`src/rtl/isf_pkg.sv`:
```
// ----------------------------------------------------------------------------
// isf_pkg: shared types and constants of the IMU sync packet framer
// Packet geometry, event codes and the CRC-16/CCITT-FALSE byte step.
// ----------------------------------------------------------------------------
package isf_pkg;

  // packet geometry
  localparam int PKT_LEN   = 54;
  localparam int CRC_SPAN  = 52;
  localparam int PKT_BITS  = CRC_SPAN * 8;
  localparam int CNT_W     = $clog2(PKT_LEN);

  // field widths
  localparam int ACT_W     = 2;
  localparam int TIME_W    = 64;
  localparam int WORD_W    = 32;
  localparam int BYTE_W    = 8;

  // crc and header constants
  localparam logic [15:0] CRC_INIT   = 16'hFFFF;
  localparam logic [15:0] CRC_POLY   = 16'h1021;
  localparam logic [15:0] CRC_TOP    = 16'h8000;
  localparam logic [15:0] PKT_HEADER = 16'hA5A5;

  // event codes
  typedef enum logic [ACT_W-1:0] {
    ACT_TRIGGER = 2'd0,
    ACT_STROBE  = 2'd1,
    ACT_IMU     = 2'd2
  } act_t;

  // packet body, byte 0 in the low bits
  typedef logic [PKT_BITS-1:0] pkt_t;

  // serializer status seen by the top level
  typedef struct packed {
    logic busy;
    logic done;
  } ser_stat_t;

  // one byte through the msb-first crc
  function automatic logic [15:0] crc_byte(input logic [15:0] crc_in,
                                           input logic [7:0]  data);
    logic [15:0] c;
    c = crc_in ^ {data, 8'h00};
    for (int b = 0; b < 8; b++) begin
      if ((c & CRC_TOP) != 16'h0000) begin
        c = {c[14:0], 1'b0} ^ CRC_POLY;
      end else begin
        c = {c[14:0], 1'b0};
      end
    end
    return c;
  endfunction

endpackage

```
`src/rtl/isf_stream_if.sv`:
```
// ----------------------------------------------------------------------------
// isf_stream_if: valid/ready channels of the IMU sync packet framer
// Event input channel and packet byte output channel.
// ----------------------------------------------------------------------------
interface isf_in_if import isf_pkg::*; ();
  logic                valid;
  logic                ready;
  logic [ACT_W-1:0]    action;
  logic [TIME_W-1:0]   time_us;
  logic [WORD_W-1:0]   acc_x;
  logic [WORD_W-1:0]   acc_y;
  logic [WORD_W-1:0]   acc_z;
  logic [WORD_W-1:0]   gyro_x;
  logic [WORD_W-1:0]   gyro_y;
  logic [WORD_W-1:0]   gyro_z;

  modport source (output valid, action, time_us, acc_x, acc_y, acc_z,
                  gyro_x, gyro_y, gyro_z, input ready);
  modport sink   (input valid, action, time_us, acc_x, acc_y, acc_z,
                  gyro_x, gyro_y, gyro_z, output ready);
endinterface

interface isf_out_if import isf_pkg::*; ();
  logic              valid;
  logic              ready;
  logic [BYTE_W-1:0] out_byte;
  logic              last_byte;

  modport source (output valid, out_byte, last_byte, input ready);
  modport sink   (input valid, out_byte, last_byte, output ready);
endinterface

```
`src/rtl/isf_capture.sv`:
```
// ----------------------------------------------------------------------------
// isf_capture: event tracking and packet snapshot
// Keeps frame count, marks and strobe time; builds a packet body per sample.
// ----------------------------------------------------------------------------
module isf_capture import isf_pkg::*; (
  input  logic       clk,
  input  logic       rst_n,
  isf_in_if.sink     in_ch,
  output logic       pend_valid,
  output pkt_t       pend_pkt,
  input  logic       take
);

  logic [WORD_W-1:0] frame_count_r, frame_count_nxt;
  logic              trig_r, trig_nxt;
  logic              strobe_r, strobe_nxt;
  logic [TIME_W-1:0] stime_r, stime_nxt;
  logic              pend_valid_r, pend_valid_nxt;
  pkt_t              pkt_r, pkt_nxt;
  logic              acc;
  logic [TIME_W-1:0] stime_eff;

  // one pending packet slot, free again in the cycle the serializer takes it
  assign in_ch.ready = !pend_valid_r || take;
  assign acc         = in_ch.valid && in_ch.ready;
  assign stime_eff   = strobe_r ? stime_r : '0;

  // event decode and packet build
  always_comb begin
    frame_count_nxt = frame_count_r;
    trig_nxt        = trig_r;
    strobe_nxt      = strobe_r;
    stime_nxt       = stime_r;
    pkt_nxt         = pkt_r;
    pend_valid_nxt  = pend_valid_r && !take;
    if (acc) begin
      unique case (in_ch.action)
        ACT_TRIGGER: begin
          frame_count_nxt = frame_count_r + WORD_W'(1);
          trig_nxt        = 1'b1;
        end
        ACT_STROBE: begin
          stime_nxt  = in_ch.time_us;
          strobe_nxt = 1'b1;
        end
        ACT_IMU: begin
          pkt_nxt = {stime_eff, 7'd0, strobe_r, 7'd0, trig_r,
                     in_ch.gyro_z, in_ch.gyro_y, in_ch.gyro_x,
                     in_ch.acc_z, in_ch.acc_y, in_ch.acc_x,
                     {(TIME_W-WORD_W){1'b0}}, frame_count_r,
                     in_ch.time_us, PKT_HEADER};
          pend_valid_nxt = 1'b1;
          trig_nxt       = 1'b0;
          strobe_nxt     = 1'b0;
        end
        default: begin
          // unused code: ignored
        end
      endcase
    end
  end

  // control and state registers
  always_ff @(posedge clk) begin
    if (!rst_n) begin
      frame_count_r <= '0;
      trig_r        <= 1'b0;
      strobe_r      <= 1'b0;
      stime_r       <= '0;
      pend_valid_r  <= 1'b0;
    end else begin
      frame_count_r <= frame_count_nxt;
      trig_r        <= trig_nxt;
      strobe_r      <= strobe_nxt;
      stime_r       <= stime_nxt;
      pend_valid_r  <= pend_valid_nxt;
    end
  end

  // packet body, no reset
  always_ff @(posedge clk) begin
    pkt_r <= pkt_nxt;
  end

  assign pend_valid = pend_valid_r;
  assign pend_pkt   = pkt_r;

endmodule

```
`src/rtl/isf_serializer.sv`:
```
// ----------------------------------------------------------------------------
// isf_serializer: packet byte shifter with running crc
// Sends 52 body bytes, then the crc low and high byte, one per cycle while the output is ready.
// ----------------------------------------------------------------------------
module isf_serializer import isf_pkg::*; (
  input  logic       clk,
  input  logic       rst_n,
  input  logic       pend_valid,
  input  pkt_t       pend_pkt,
  output logic       take,
  output ser_stat_t  stat,
  isf_out_if.source  out_ch
);

  localparam logic [CNT_W-1:0] SPAN_CNT = CNT_W'(CRC_SPAN);
  localparam logic [CNT_W-1:0] LAST_CNT = CNT_W'(PKT_LEN - 1);

  logic              busy_r, busy_nxt;
  logic [CNT_W-1:0]  cnt_r, cnt_nxt;
  pkt_t              sh_r, sh_nxt;
  logic [15:0]       crc_r, crc_nxt;
  logic              out_valid_r, out_valid_nxt;
  logic [BYTE_W-1:0] out_byte_r, out_byte_nxt;
  logic              out_last_r, out_last_nxt;
  logic              adv, emit, done;
  logic [BYTE_W-1:0] cur_byte;

  // output register free or being drained
  assign adv  = !out_valid_r || out_ch.ready;
  assign emit = busy_r && adv;
  assign done = emit && (cnt_r == LAST_CNT);
  assign take = pend_valid && (!busy_r || done);

  // byte select: body, then crc low, then crc high
  always_comb begin
    if (cnt_r < SPAN_CNT) begin
      cur_byte = sh_r[BYTE_W-1:0];
    end else if (cnt_r == SPAN_CNT) begin
      cur_byte = crc_r[7:0];
    end else begin
      cur_byte = crc_r[15:8];
    end
  end

  // shifter, crc and output stage
  always_comb begin
    busy_nxt      = busy_r;
    cnt_nxt       = cnt_r;
    sh_nxt        = sh_r;
    crc_nxt       = crc_r;
    out_valid_nxt = out_valid_r && !out_ch.ready;
    out_byte_nxt  = out_byte_r;
    out_last_nxt  = out_last_r;
    if (emit) begin
      out_valid_nxt = 1'b1;
      out_byte_nxt  = cur_byte;
      out_last_nxt  = (cnt_r == LAST_CNT);
      cnt_nxt       = cnt_r + CNT_W'(1);
      sh_nxt        = sh_r >> BYTE_W;
      if (cnt_r < SPAN_CNT) begin
        crc_nxt = crc_byte(crc_r, sh_r[BYTE_W-1:0]);
      end
    end
    if (take) begin
      busy_nxt = 1'b1;
      cnt_nxt  = '0;
      sh_nxt   = pend_pkt;
      crc_nxt  = CRC_INIT;
    end else if (done) begin
      busy_nxt = 1'b0;
    end
  end

  // control registers
  always_ff @(posedge clk) begin
    if (!rst_n) begin
      busy_r      <= 1'b0;
      cnt_r       <= '0;
      out_valid_r <= 1'b0;
    end else begin
      busy_r      <= busy_nxt;
      cnt_r       <= cnt_nxt;
      out_valid_r <= out_valid_nxt;
    end
  end

  // payload registers
  always_ff @(posedge clk) begin
    sh_r       <= sh_nxt;
    crc_r      <= crc_nxt;
    out_byte_r <= out_byte_nxt;
    out_last_r <= out_last_nxt;
  end

  assign out_ch.valid     = out_valid_r;
  assign out_ch.out_byte  = out_byte_r;
  assign out_ch.last_byte = out_last_r;
  assign stat.busy        = busy_r;
  assign stat.done        = done;

endmodule

```
`src/rtl/imu_sync_packet_framer.sv`:
```
// Trigger and strobe events produce no output.
// An IMU sample is registered in the snapshot slot, loaded into the single
// byte serializer and sent one byte per cycle while the output is ready.
// One packet waits in a snapshot slot while the previous one is sent.
// Synchronous active-low reset clears frame count, marks and strobe time.
// ----------------------------------------------------------------------------
// imu_sync_packet_framer: camera/IMU event tracker and packet framer
// Frames each IMU sample as a 54-byte packet protected by CRC-16/CCITT-FALSE.
// ----------------------------------------------------------------------------
module imu_sync_packet_framer import isf_pkg::*; (
  input  logic      clk,
  input  logic      rst_n,
  isf_in_if.sink    in_ch,
  isf_out_if.source out_ch
);

  logic      pend_valid;
  pkt_t      pend_pkt;
  logic      take;
  ser_stat_t stat;

  // event tracking and packet snapshot
  isf_capture u_capture (
    .clk        (clk),
    .rst_n      (rst_n),
    .in_ch      (in_ch),
    .pend_valid (pend_valid),
    .pend_pkt   (pend_pkt),
    .take       (take)
  );

  // byte serializer with crc
  isf_serializer u_serializer (
    .clk        (clk),
    .rst_n      (rst_n),
    .pend_valid (pend_valid),
    .pend_pkt   (pend_pkt),
    .take       (take),
    .stat       (stat),
    .out_ch     (out_ch)
  );

`ifndef SYNTH
  // a waiting packet stays until the serializer takes it
  a_pend_hold: assert property (@(posedge clk) disable iff (!rst_n)
    pend_valid && !take |=> pend_valid)
    else $error("pending packet lost");

  // the serializer takes only a waiting packet
  a_take_pend: assert property (@(posedge clk) disable iff (!rst_n)
    take |-> pend_valid)
    else $error("serializer took an empty slot");

  // a taken packet starts sending
  a_take_busy: assert property (@(posedge clk) disable iff (!rst_n)
    take |=> stat.busy)
    else $error("serializer idle after load");

  // packet end only while sending
  a_done_busy: assert property (@(posedge clk) disable iff (!rst_n)
    stat.done |-> stat.busy)
    else $error("packet end while idle");
`endif

endmodule

```
`src/flat_wrapper.sv`:
```
// flat-port wrapper written by rule: the top's interface ports become plain ports
module imu_sync_packet_framer_flat import isf_pkg::*;
  (clk, rst_n, in_ch_valid, in_ch_action, in_ch_time_us, in_ch_acc_x, in_ch_acc_y, in_ch_acc_z, in_ch_gyro_x, in_ch_gyro_y, in_ch_gyro_z, in_ch_ready, out_ch_valid, out_ch_out_byte, out_ch_last_byte, out_ch_ready);
  isf_in_if in_ch_i ();
  isf_out_if out_ch_i ();
  input  logic clk;
  input  logic rst_n;
  input wire logic [$bits(in_ch_i.valid)-1:0] in_ch_valid;
  input wire logic [$bits(in_ch_i.action)-1:0] in_ch_action;
  input wire logic [$bits(in_ch_i.time_us)-1:0] in_ch_time_us;
  input wire logic [$bits(in_ch_i.acc_x)-1:0] in_ch_acc_x;
  input wire logic [$bits(in_ch_i.acc_y)-1:0] in_ch_acc_y;
  input wire logic [$bits(in_ch_i.acc_z)-1:0] in_ch_acc_z;
  input wire logic [$bits(in_ch_i.gyro_x)-1:0] in_ch_gyro_x;
  input wire logic [$bits(in_ch_i.gyro_y)-1:0] in_ch_gyro_y;
  input wire logic [$bits(in_ch_i.gyro_z)-1:0] in_ch_gyro_z;
  output wire logic [$bits(in_ch_i.ready)-1:0] in_ch_ready;
  output wire logic [$bits(out_ch_i.valid)-1:0] out_ch_valid;
  output wire logic [$bits(out_ch_i.out_byte)-1:0] out_ch_out_byte;
  output wire logic [$bits(out_ch_i.last_byte)-1:0] out_ch_last_byte;
  input wire logic [$bits(out_ch_i.ready)-1:0] out_ch_ready;
  assign in_ch_i.valid = in_ch_valid;
  assign in_ch_i.action = in_ch_action;
  assign in_ch_i.time_us = in_ch_time_us;
  assign in_ch_i.acc_x = in_ch_acc_x;
  assign in_ch_i.acc_y = in_ch_acc_y;
  assign in_ch_i.acc_z = in_ch_acc_z;
  assign in_ch_i.gyro_x = in_ch_gyro_x;
  assign in_ch_i.gyro_y = in_ch_gyro_y;
  assign in_ch_i.gyro_z = in_ch_gyro_z;
  assign in_ch_ready = in_ch_i.ready;
  assign out_ch_valid = out_ch_i.valid;
  assign out_ch_out_byte = out_ch_i.out_byte;
  assign out_ch_last_byte = out_ch_i.last_byte;
  assign out_ch_i.ready = out_ch_ready;
  imu_sync_packet_framer u_core (.clk(clk), .rst_n(rst_n), .in_ch(in_ch_i), .out_ch(out_ch_i));
endmodule
```
`config.mk`:
```
export PLATFORM = sky130hd
export DESIGN_NAME = imu_sync_packet_framer_flat
export DESIGN_NICKNAME = d
export VERILOG_FILES = /design/src/rtl/isf_pkg.sv /design/src/rtl/isf_stream_if.sv /design/src/rtl/isf_capture.sv /design/src/rtl/isf_serializer.sv /design/src/rtl/imu_sync_packet_framer.sv /design/src/flat_wrapper.sv
export SDC_FILE = /design/constraint.sdc
export NUM_CORES = 1
export LEC_CHECK = 0
export BUFFER_PORTS_ARGS = -buffer_cell sky130_fd_sc_hd__buf_2
export CAP_MARGIN = 20
export CORE_UTILIZATION = 55
export CTS_CLUSTER_DIAMETER = 100
export CTS_CLUSTER_SIZE = 14
export DETAILED_ROUTE_END_ITERATION = 10
export PLACE_DENSITY = 0.77
export SYNTH_ARGS = -nofsm -noshare
export SYNTH_HDL_FRONTEND = slang
export SYNTH_HIERARCHICAL = 1
export SYNTH_SLANG_ARGS = --single-unit
```
`constraint.sdc`:
```
create_clock -name clk -period 26.9 [get_ports clk]
set_input_delay 5.38 -clock clk [delete_from_list [all_inputs] [get_ports clk]]
set_output_delay 5.38 -clock clk [all_outputs]
set_load 0.02 [all_outputs]
```
## After elaboration in Yosys (flattened, before gate mapping)

Index checks and enable logic that the tools add are counted.

- Register bits: 902
- Output and inout port bits: 11
- Input bits: 262
- Word-level logic and storage cells: 91

- Mux-type cells: 33
- Reduce and logical (&&, ||, !) cells: 26
- Add/subtract/negate cells: 2
- Bitwise gates (word level): 10
- Equal/unequal tests: 4
- $lt $le $gt $ge: 1

Operator list:

| cell | count |
|---|---|
| $mux 416 | 2 |
| $mux 16 | 14 |
| $mux 13 | 8 |
| $add 32x1->32 const B | 1 |
| $not 3->3 | 8 |
| $mux 8 | 2 |
| $xor 16x16->16 | 1 |
| $eq 6x6->1 const B | 2 |
| $reduce_and 2->1 | 6 |
| $reduce_bool 2->1 | 4 |
| $add 6x1->6 const B | 1 |
| $logic_and 1x1->1 | 6 |
| $lt 6x6->1 const B | 1 |
| $logic_not 1->1 | 5 |
| $mux 1 | 5 |
| $pmux 1 s2 | 2 |
| $logic_or 1x1->1 | 3 |
| $eq 2x1->1 const B | 1 |
| $eq 2x2->1 const B | 1 |
| $logic_not 2->1 | 1 |
| $reduce_or 2->1 | 1 |
| $not 1->1 | 1 |

## Longest topological paths before layout

Gate-level depths: netlist of run 1.

- Depth in word-level cells: 31
- Mapped depth: 13

## Modules after synthesis

Netlist of run 1, hierarchy kept.

By module, submodules not included:

| module | seq. area each (sq um) | times used | area each (sq um) | cells each |
|---|---|---|---|---|
| isf_serializer | 13,242.7 | 1 | 19,203.4 | 1,043 |
| isf_capture | 12,612.1 | 1 | 15,294.7 | 957 |

## Worst setup path after synthesis of run 1

Ideal clock, no wire load.

- Path type: input -> register
- From: input out_ch_ready
- To: register u_core.u_serializer.sh_r[0], enable pin
- Data required time: 23.848 ns
- Stages: 8
- Library setup time: 3.052 ns
- Setup slack: 10.531 ns
- Path buffers: 4
- Arrival: 13.317 ns
- Path through: nand2b_1 buf_2 a31oi_2 nand2b_4 buf_4 buf_2 buf_2 nand2_1

- Word-level cells in the longest chain between the ends: 6

Ends and longest elaborated chain:

| what | RTL line | source |
|---|---|---|
| start, declared | flat_wrapper.sv:21 | `input wire logic [$bits(out_ch_i.ready)-1:0] out_ch_ready;` |
| $logic_or 1x1->1 (*) | isf_serializer.sv:29 | `assign adv = !out_valid_r \|\| out_ch.ready;` |
| $logic_and 1x1->1 (*) | isf_serializer.sv:30 | `assign emit = busy_r && adv;` |
| $logic_and 1x1->1 | isf_serializer.sv:31 | `assign done = emit && (cnt_r == LAST_CNT);` |
| $logic_or 1x1->1 | isf_serializer.sv:32 | `assign take = pend_valid && (!busy_r \|\| done);` |
| $logic_and 1x1->1 | isf_serializer.sv:32 |  |
| $reduce_bool 2->1 (no source line) (*) | n/a |  |
| end signal, assigned | isf_serializer.sv:89 | `sh_r <= sh_nxt;` |
| end, declared | isf_serializer.sv:20 | `pkt_t sh_r, sh_nxt;` |

Mark *: on every way between the ends. The rest lies on a longest branch, timed or not.
A chain may end at the register's enable or synchronous reset.

## Worst setup path after layout of run 1

- From: input out_ch_ready
- To: output in_ch_ready

- Word-level cells in the longest chain between the ends: 6

Ends and longest elaborated chain:

| what | RTL line | source |
|---|---|---|
| $logic_or 1x1->1 | isf_serializer.sv:29 |  |
| $logic_and 1x1->1 | isf_serializer.sv:30 |  |
| $logic_and 1x1->1 | isf_serializer.sv:31 |  |
| $logic_or 1x1->1 | isf_serializer.sv:32 |  |
| $logic_and 1x1->1 | isf_serializer.sv:32 |  |
| net u_core.take | imu_sync_packet_framer.sv:19 | `logic take;` |
| $logic_or 1x1->1 | isf_capture.sv:24 | `assign in_ch.ready = !pend_valid_r \|\| take;` |
| end, declared | flat_wrapper.sv:17 | `output wire logic [$bits(in_ch_i.ready)-1:0] in_ch_ready;` |

The timed path passes the listed nets, and every way through them passes these cells.

==> qor.yml, run 1 <==
fin_crit_sh_pct: 49.5
port_buffers: 272
slew_headroom_pct: 28.4
tns_ps: 0
grt_pass1_wl_mm: 96.0
hold_violations: 0
max_freq_mhz: 75.1
wl_mm: 62.6
critPathKind: "input pin to output port"
rsz0062_at_grt: "false"
row_count: 91
wl_per_cell_um: 19.7
clockBufferDepth: 3
avgSynthCellArea_um2: 17.3
htreeDepth: 3
fin_nets: 2551
drt-pass1-iter-count: 5
peakVddDrop_v: 0.0000459
max_stage_delay_ps: 680
yosysWarnings: 6
slew_violations: 0
initial_core_util_pct: 55.8
num_vias: 16890
drv_cap: 0
worstMarginPinSlew_ps: 1070
clock_sinks: 902
drive_gt1_share_pct: 25.6
powerDensity_nw_per_um2: 74.1
antenna_left: 0
p_leak_nw: 13.4
cp-start-kind: "input pin"
place_area_um2: 36200
ios: 273
cts_tree: "yes"
syn_area_um2: 34500
critical_path_arrival_ps: 7940
root_buffer: "clkbuf_16"
die_area_um2: 63700
setup-violations-final: 0
die_h_um: 252
grt_pass1_vias: 17096
area_growth_pct: 11.6
multi_input_area_um2: 7760
worstSkewPairLatency_ps: 620
dp_hpwl_mm: 38.0
cts_resized: 0
cts_setup_buffers: 0
finalClockSkew_ps: 21.5
synthCells: 1997
required_ps: 21520
antenna_found_initial: 11
design_area_um2: 38500
vias_per_cell: 5.32
fillCellCount: 4399
worstPathCellList: "buf_2, nand2b_1, a31oi_2, nand2b_4, inv_1, nor2b_1, inv_1, buf_2"
numCtsBuffers: 74
track_usage_pct: 19.6
grt_max_degree: 85
critPathMaxFanout: 58
drcViolationCount: 0
slowest_stage: "nand2b_4"
core_um2: 61800
overflow: 0
die_w_um: 252
clk_pin_slew_ps: 70
cp-end-kind: "output port"
hold_buffers: 0
fin_crit_ps: 13320
final-seq-area_um2: 25900
min_path_type: "flip-flop to flip-flop"
drt_iter0_markers: 1412
gp_congestion: 0.812
utilization_pct: 62.2
status: "finished clean"
-- critical path, delay by kind of cell --
| kind | cells | cell delay, ps |
|---|---|---|
| simple gates | 3 | 1410 |
| compound gates | 1 | 300 |
| buf+inv | 4 | 860 |
-- per-stage QoR --
step           power, W  setup slack [ps]  std cells  hold WS, ps
2_1_floorplan   0.00185             10530       2057          403
3_5_place_dp    0.00189             13560       3040          440
5_1_grt         0.00295             13350       3171          467
3_3_place_gp    0.00187             13710       3038          437
4_1_cts         0.00288             13560       3167          451
6_report        0.00285             13580       3175          449
-- area by class of cell --
type / count / share of cell area [%]
well taps: 837 / 2.72
repair buffers: 296 / 4.16
clock inverters: 8 / 0.335
clock buffers: 119 / 5.25
inverters: 12 / 0.117
diodes: 5 / 0.0325
flip-flops and latches: 902 / 67.2
multi-input cells: 996 / 20.2
-- metal layers --
metal / share of wire [%] / GRT usage [%]
met4: 1.8 / 5.45
met2: 49 / 32.0
met1: 43 / 27.0
met3: 6.3 / 3.99
met5: 0.19 / 0
-- layout by cell type (no fill, tap or decap), types with 2 or more instances in the layout --
cell type,instances
xnor2_1,21
o21ai_0,16
and2_1,77
diode_2,5
nand4_1,11
inv_1,11
mux2i_1,12
inv_6,3
ha_1,7
conb_1,62
nor4_1,2
nand3_1,16
nand2b_1,3
mux2_2,208
nor3_1,6
buf_2,272
xor2_1,30
and4_1,2
nor2_1,32
clkinv_8,2
a21oi_1,74
or3_1,4
mux2_1,200
clkbuf_1,45
and3_1,4
inv_16,2
buf_16,2
o211ai_1,14
dfxtp_1,123
edfxtp_1,779
nand2_1,176
clkbuf_16,74
buf_4,20
-- state kept, by name, summed over array words and instances, names as in the netlist --
name,cells
u_core/u_serializer/out_ch.valid,1
u_core/u_serializer/sh_r,416
u_core/u_serializer/out_ch.last_byte,1
u_core/u_capture/trig_r,1
u_core/u_capture/strobe_r,1
u_core/u_capture/pend_valid,1
u_core/u_serializer/crc_r,16
u_core/u_capture/frame_count_r,32
u_core/u_serializer/busy_r,1
u_core/u_serializer/cnt_r,6
u_core/u_capture/pend_pkt,354
u_core/u_capture/stime_r,64
u_core/u_serializer/out_ch.out_byte,8
-- path summary, 6_finish.rpt --
kind / endpoint / depth (start not counted) / slack, ps / from
worst max-delay path: in_ch_ready / 8 / 13580 / out_ch_ready
worst max register to register: u_core/u_serializer/sh_r[180]$_DFFE_PP_ / 7 / 21760 / u_core/u_serializer/out_ch.valid$_SDFF_PN0_
worst min-delay path: u_core/u_capture/stime_r[1]$_SDFFE_PN0P_ / 2 / 450 / u_core/u_capture/stime_r[1]$_SDFFE_PN0P_
worst min register to register: u_core/u_capture/stime_r[1]$_SDFFE_PN0P_ / 2 / 450 / u_core/u_capture/stime_r[1]$_SDFFE_PN0P_
-- power breakdown --
group | internal, W | switching (W)
Sequential | 0.00162 | 0.0000310
Combinational | 0.0000926 | 0.000118
Clock | 0.000521 | 0.000473
Total | 0.00223 | 0.000622
Power figures use the tool's default switching activity.
==> run 2, diff against run 1 <==
ABC_AREA = 1   (was default)
clock period = 12.64 ns   (was 26.9 ns; I/O delays follow)
==> run 2 against run 1 <==
Compared with the run above: first-iteration DRC count up 54%; synthesized area is 3.1% higher; cell count grew 35%; non-clock buffer count fell by 8; global-route usage is 1.9 points higher; clock power grew 110%; combinational power is 130% higher.
==> qor.yml, run 2 <==
dp_hpwl_mm: 41.9  # +11%
die_area_um2: 65600  # +3.1%
max_freq_mhz: 132
drcViolationCount: 0  # unchanged
setup-violations-final: 0  # unchanged
clockBufferDepth: 3  # unchanged
slew_headroom_pct: 15.9  # -13 points
cp-endpoint: "in_ch_ready"
fin_crit_ps: 7590
grt_pass1_vias: 20840  # +22%
grt_pass1_wl_mm: 111  # +16%
synthCells: 3173  # +59%
antenna_left: 0  # unchanged
drt-pass1-iter-count: 5  # unchanged
vias_per_cell: 5.15  # -3.3%
drive_gt1_share_pct: 11.6  # -14 points
core_um2: 63400  # +2.6%
root_buffer: "clkbuf_16"
setup.worst_path.start: "out_ch_ready"
min_path_type: "flip-flop to flip-flop"
initial_core_util_pct: 56.0  # +0.27 points
die_h_um: 256  # +1.5%
cp-start-kind: "input pin"
largest_reg_flops: 416  # unchanged
overflow: 0  # unchanged
avgSynthCellArea_um2: 11.2  # -35%
row_count: 92  # +1.1%
worstMarginPinSlew_ps: 1260  # +188 ps
track_usage_pct: 21.5  # +1.9 points
peakVddDrop_v: 0.000146  # +220%
critPathMaxFanout: 128  # +120%
final_cell_mix: "nand2_1 (1,522), edfxtp_1 (779), buf_2 (272), inv_1 (158), dfxtp_1 (122)"
finalClockSkew_ps: 23.2  # +1.73 ps
fin_crit_sh_pct: 60.1
p_leak_nw: 16.0  # +20%
critPathKind: "input pin to output port"
clock_sinks: 902  # unchanged
fin_nets: 3669  # +44%
status: "finished clean"
layout_commonest_cell: "nand2_1"
powerDensity_nw_per_um2: 155  # +110%
gp_congestion: 0.832  # +2.4%
required_ps: 10110  # -11,410 ps
area_growth_pct: 10.2
clk_pin_slew_ps: 60  # about the same
p_total_w: 0.00606  # +110%
fillCellCount: 4900  # +11%
cts_setup_buffers: 0  # unchanged
yosysWarnings: 6  # unchanged
rsz0062_at_grt: "false"
port_buffers: 272  # unchanged
regToRegStartpoint: "u_core/u_serializer/busy_r$_SDFFE_PN0P_"
grt_max_degree: 232  # +170%
cts_tree: "yes"
critical_path_arrival_ps: 5060  # -2880 ps
syn_area_um2: 35500  # +3.1%
die_w_um: 256  # +1.5%
cp-end-kind: "output port"
numCtsBuffers: 74  # unchanged
ios: 273  # unchanged
rrSetupSlack_ps: 7620  # -14,140 ps
tns_ps: 0  # unchanged
num_vias: 22059  # +31%
reg2reg_to: "u_core/u_capture/pend_pkt[205]$_DFFE_PP_"
hold_violations: 0  # unchanged
drt_iter0_markers: 2174  # +54%
ff2ff_path_depth: 13  # +6
wl_per_cell_um: 16.6  # -16%
htreeDepth: 3  # unchanged
cts_resized: 0  # unchanged
slew_violations: 0  # unchanged
top_register: "u_core/u_serializer/sh_r"
antenna_found_initial: 5  # -6
worstSkewPairLatency_ps: 620  # about the same
wl_mm: 71.3  # +14%
hold_buffers: 0  # unchanged
drv_cap: 0  # unchanged
==> run 2: critical path, stage by stage <==
cell and delay (ps):
buf_2 100, inv_1 80, a21oi_4 380, nand2_2 120, nand2_4 150, nand2_8 420, inv_8 650, inv_1 160
nand2_4 120, buf_2 180
==> run 2: area by class of cell <==
class                           instances  area [um^2]  area share [%]
Sequential cell                       902        25900            66.0
Multi-Input combinational cell       1970         8040            20.5
Clock buffer                          109         2000            5.12
Timing Repair Buffer                  288         1530            3.91
Tap cell                              846         1060            2.70
Inverter                              164          631            1.61
Clock inverter                          4         35.0          0.0895
Antenna cell                            4         10.0          0.0256
==> run 2: how the worst min path moves through the flow <==
stage,startpoint,end,cells after the start
4_1_cts,u_core/u_capture/trig_r$_SDFFE_PN0P_,u_core/u_capture/pend_pkt[336]$_DFFE_PP_,0
3_5_place_dp,u_core/u_capture/trig_r$_SDFFE_PN0P_,u_core/u_capture/pend_pkt[336]$_DFFE_PP_,0
3_3_place_gp,u_core/u_capture/trig_r$_SDFFE_PN0P_,u_core/u_capture/pend_pkt[336]$_DFFE_PP_,0
5_1_grt,u_core/u_capture/trig_r$_SDFFE_PN0P_,u_core/u_capture/pend_pkt[336]$_DFFE_PP_,0
2_1_floorplan,u_core/u_capture/trig_r$_SDFFE_PN0P_,u_core/u_capture/pend_pkt[336]$_DFFE_PP_,0
6_report,u_core/u_capture/trig_r$_SDFFE_PN0P_,u_core/u_capture/pend_pkt[336]$_DFFE_PP_,0
==> run 2: metal layers <==
| metal | vias to the layer above | GRT usage, % | part of all wire [%] |
|---|---|---|---|
| met5 | - | 0 | 0.050 |
| met4 | 6 | 5.64 | 2.0 |
| met3 | 99 | 3.85 | 6.6 |
| met2 | 702 | 35.0 | 48 |
| met1 | 10521 | 30.1 | 43 |
| li1 | 10731 | - | - |
==> run 2: power breakdown <==
part,switching [W],internal (W),leakage [nW]
Sequential,0.0000618,0.00345,8.15
Clock,0.000978,0.00109,0.983
Combinational,0.000336,0.000147,6.91
Total,0.00138,0.00469,16.0
==> run 2: stage by stage <==
step	instance area (um^2)	utilization, %	hold WS, ps	cells	setup slack, ps
3_3_place_gp	37100	58.5	432	4169	5060
6_report	39200	61.7	449	4287	5050
4_1_cts	39100	61.7	454	4282	5040
5_1_grt	39200	61.7	470	4284	4800
2_1_floorplan	35800	-	403	3233	787
3_5_place_dp	37100	58.5	436	4169	5050
==> run 3, diff against run 2 <==
clock period = 7.8 ns   (was 12.64 ns; I/O delays follow)
==> run 3 against run 2 <==
Compared with the run above: worst setup slack got worse by 2700 ps; register-to-register slack got worse by 4600 ps; die area unchanged; cell count rose by 0.42%; clock power grew 67%; global-route usage increased by 0.10 points; first-iteration DRC count is 16% higher; sequential power up 62%; critical endpoint is now u_core/u_capture/pend_pkt[326]$_DFFE_PP_; largest cell class unchanged; routed wire length rose by 0.31%; largest power group unchanged; hold slack got worse by 11 ps; sequential share of layout area is 0.43 points lower.
==> qor.yml, run 3 (same netlist as run 2, synthesis figures left out) <==
fillCellCount: 4826  # -1.5%
die_area_um2: 65600  # unchanged
grt_pass1_vias: 20913  # +0.35%
critPathMaxFanout: 125  # -2.3%
peakVddDrop_v: 0.000172  # +18%
fin_crit_sh_pct: 70.1
drt_iter0_markers: 2522  # +16%
wl_per_cell_um: 16.6  # -0.11%
die_h_um: 256  # unchanged
critical_path_arrival_ps: 5750  # +690 ps
tns_ps: 0  # unchanged
cts_resized: 0  # unchanged
powerDensity_nw_per_um2: 252  # +63%
overflow: 0  # unchanged
layout_commonest_cell: "nand2_1"
p_leak_nw: 16.2  # +0.73%
area_growth_pct: 10.9
htreeDepth: 3  # unchanged
rsz0062_at_grt: "false"
worstPathCellList: "buf_2, inv_12, a21oi_4, nand2_2, nand2_4, nand2_8, clkinv_8, inv_4, nand2_8, nand2_2, inv_2, nand2_4, clkinvlp_4, buf_12, buf_4"
clockBufferDepth: 3  # unchanged
clk_pin_slew_ps: 60  # about the same
initial_core_util_pct: 56.0  # unchanged
utilization_pct: 62.2  # +0.41 points
max_freq_mhz: 183
required_ps: 8090  # -2020 ps
min_path_type: "flip-flop to flip-flop"
hold_violations: 0  # unchanged
grt_max_degree: 227  # -2.2%
port_buffers: 272  # unchanged
largest_reg_flops: 416  # unchanged
worstMarginPinSlew_ps: 1070  # -188 ps
grt_pass1_wl_mm: 111  # +0.32%
track_usage_pct: 21.6  # +0.10 points
worstSkewPairLatency_ps: 620  # about the same
slowest_stage: "clkinvlp_4"
cp-start-kind: "input pin"
drt-pass1-iter-count: 7  # +2
dp_hpwl_mm: 43.5  # +3.8%
status: "finished clean"
row_count: 92  # unchanged
die_w_um: 256  # unchanged
ios: 273  # unchanged
crit_family: "buffers and inverters"
drcViolationCount: 0  # unchanged
finalClockSkew_ps: 20.9  # -2.32 ps
cp_num_buf_inv: 8  # +3
gp_congestion: 0.847  # +1.9%
num_vias: 22058  # -0.0045%
cts_tree: "yes"
core_um2: 63400  # unchanged
fin_nets: 3680  # +0.30%
critPathKind: "input pin to flip-flop"
antenna_found_initial: 2  # -3
setup-violations-final: 0  # unchanged
drive_gt1_share_pct: 12.1  # +0.48 points
numCtsBuffers: 74  # unchanged
drv_cap: 0  # unchanged
antenna_left: 0  # unchanged
fin_crit_ps: 5470
clock_sinks: 902  # unchanged
max_stage_delay_ps: 640  # about the same
final_cell_mix: "nand2_1 (1,520), edfxtp_1 (779), buf_2 (272), inv_1 (156), dfxtp_1 (122)"
hold_buffers: 0  # unchanged
cp-end-kind: "flip-flop"
cts_setup_buffers: 0  # unchanged
root_buffer: "clkbuf_16"
top_register: "u_core/u_serializer/sh_r"
vias_per_cell: 5.12  # -0.42%
wl_mm: 71.6  # +0.31%
slew_violations: 0  # unchanged
slew_headroom_pct: 28.4  # +13 points
==> run 3: per-layer routing <==
layer  vias up  share of wire (%)  track usage [%]
met3        84                7.6             3.71
met5         -                  0                0
li1      10765                  -                -
met1     10444                 43             31.1
met2       765                 48             34.1
met4         0                1.8             6.05
==> run 3: worst paths after layout <==
path | slack, ps | depth (start not counted) | from | end
setup / recovery | 2330 | 15 | out_ch_ready | u_core/u_capture/pend_pkt[326]$_DFFE_PP_
hold / removal | 440 | 0 | u_core/u_capture/trig_r$_SDFFE_PN0P_ | u_core/u_capture/pend_pkt[336]$_DFFE_PP_
setup reg to reg | 3020 | 16 | u_core/u_serializer/cnt_r[1]$_SDFFE_PP0P_ | u_core/u_capture/pend_pkt[326]$_DFFE_PP_
hold reg to reg | 440 | 0 | u_core/u_capture/trig_r$_SDFFE_PN0P_ | u_core/u_capture/pend_pkt[336]$_DFFE_PP_
==> run 3: stage by stage <==
step	worst slack (ps)	std cells	hold slack (ps)	power, W	cell area (um^2)
after floorplan	-643	3233	403	0.00636	35800
after global placement	1760	4180	420	0.00655	37300
after detailed placement	1670	4180	420	0.00658	37300
after CTS	2300	4302	433	0.0100	39400
after global routing	1970	4305	449	0.0103	39400
final	2330	4305	438	0.00993	39400
==> run 3: power by group <==
group          internal [W]  switching [W]  leakage [nW]
clock network       0.00184        0.00161          1.03
registers           0.00559       0.000106          8.15
logic              0.000244       0.000542          6.98
==> run 3: area by class of cell <==
class | instances | area [um^2] | share of cell area (%)
inverters | 164 | 647 | 1.64
clock inverters | 5 | 72.6 | 0.184
clock buffers | 117 | 2090 | 5.29
diodes | 2 | 5.00 | 0.0127
multi-input cells | 1970 | 8060 | 20.4
repair buffers | 299 | 1640 | 4.16
flip-flops and latches | 902 | 25900 | 65.6
well taps | 846 | 1060 | 2.69
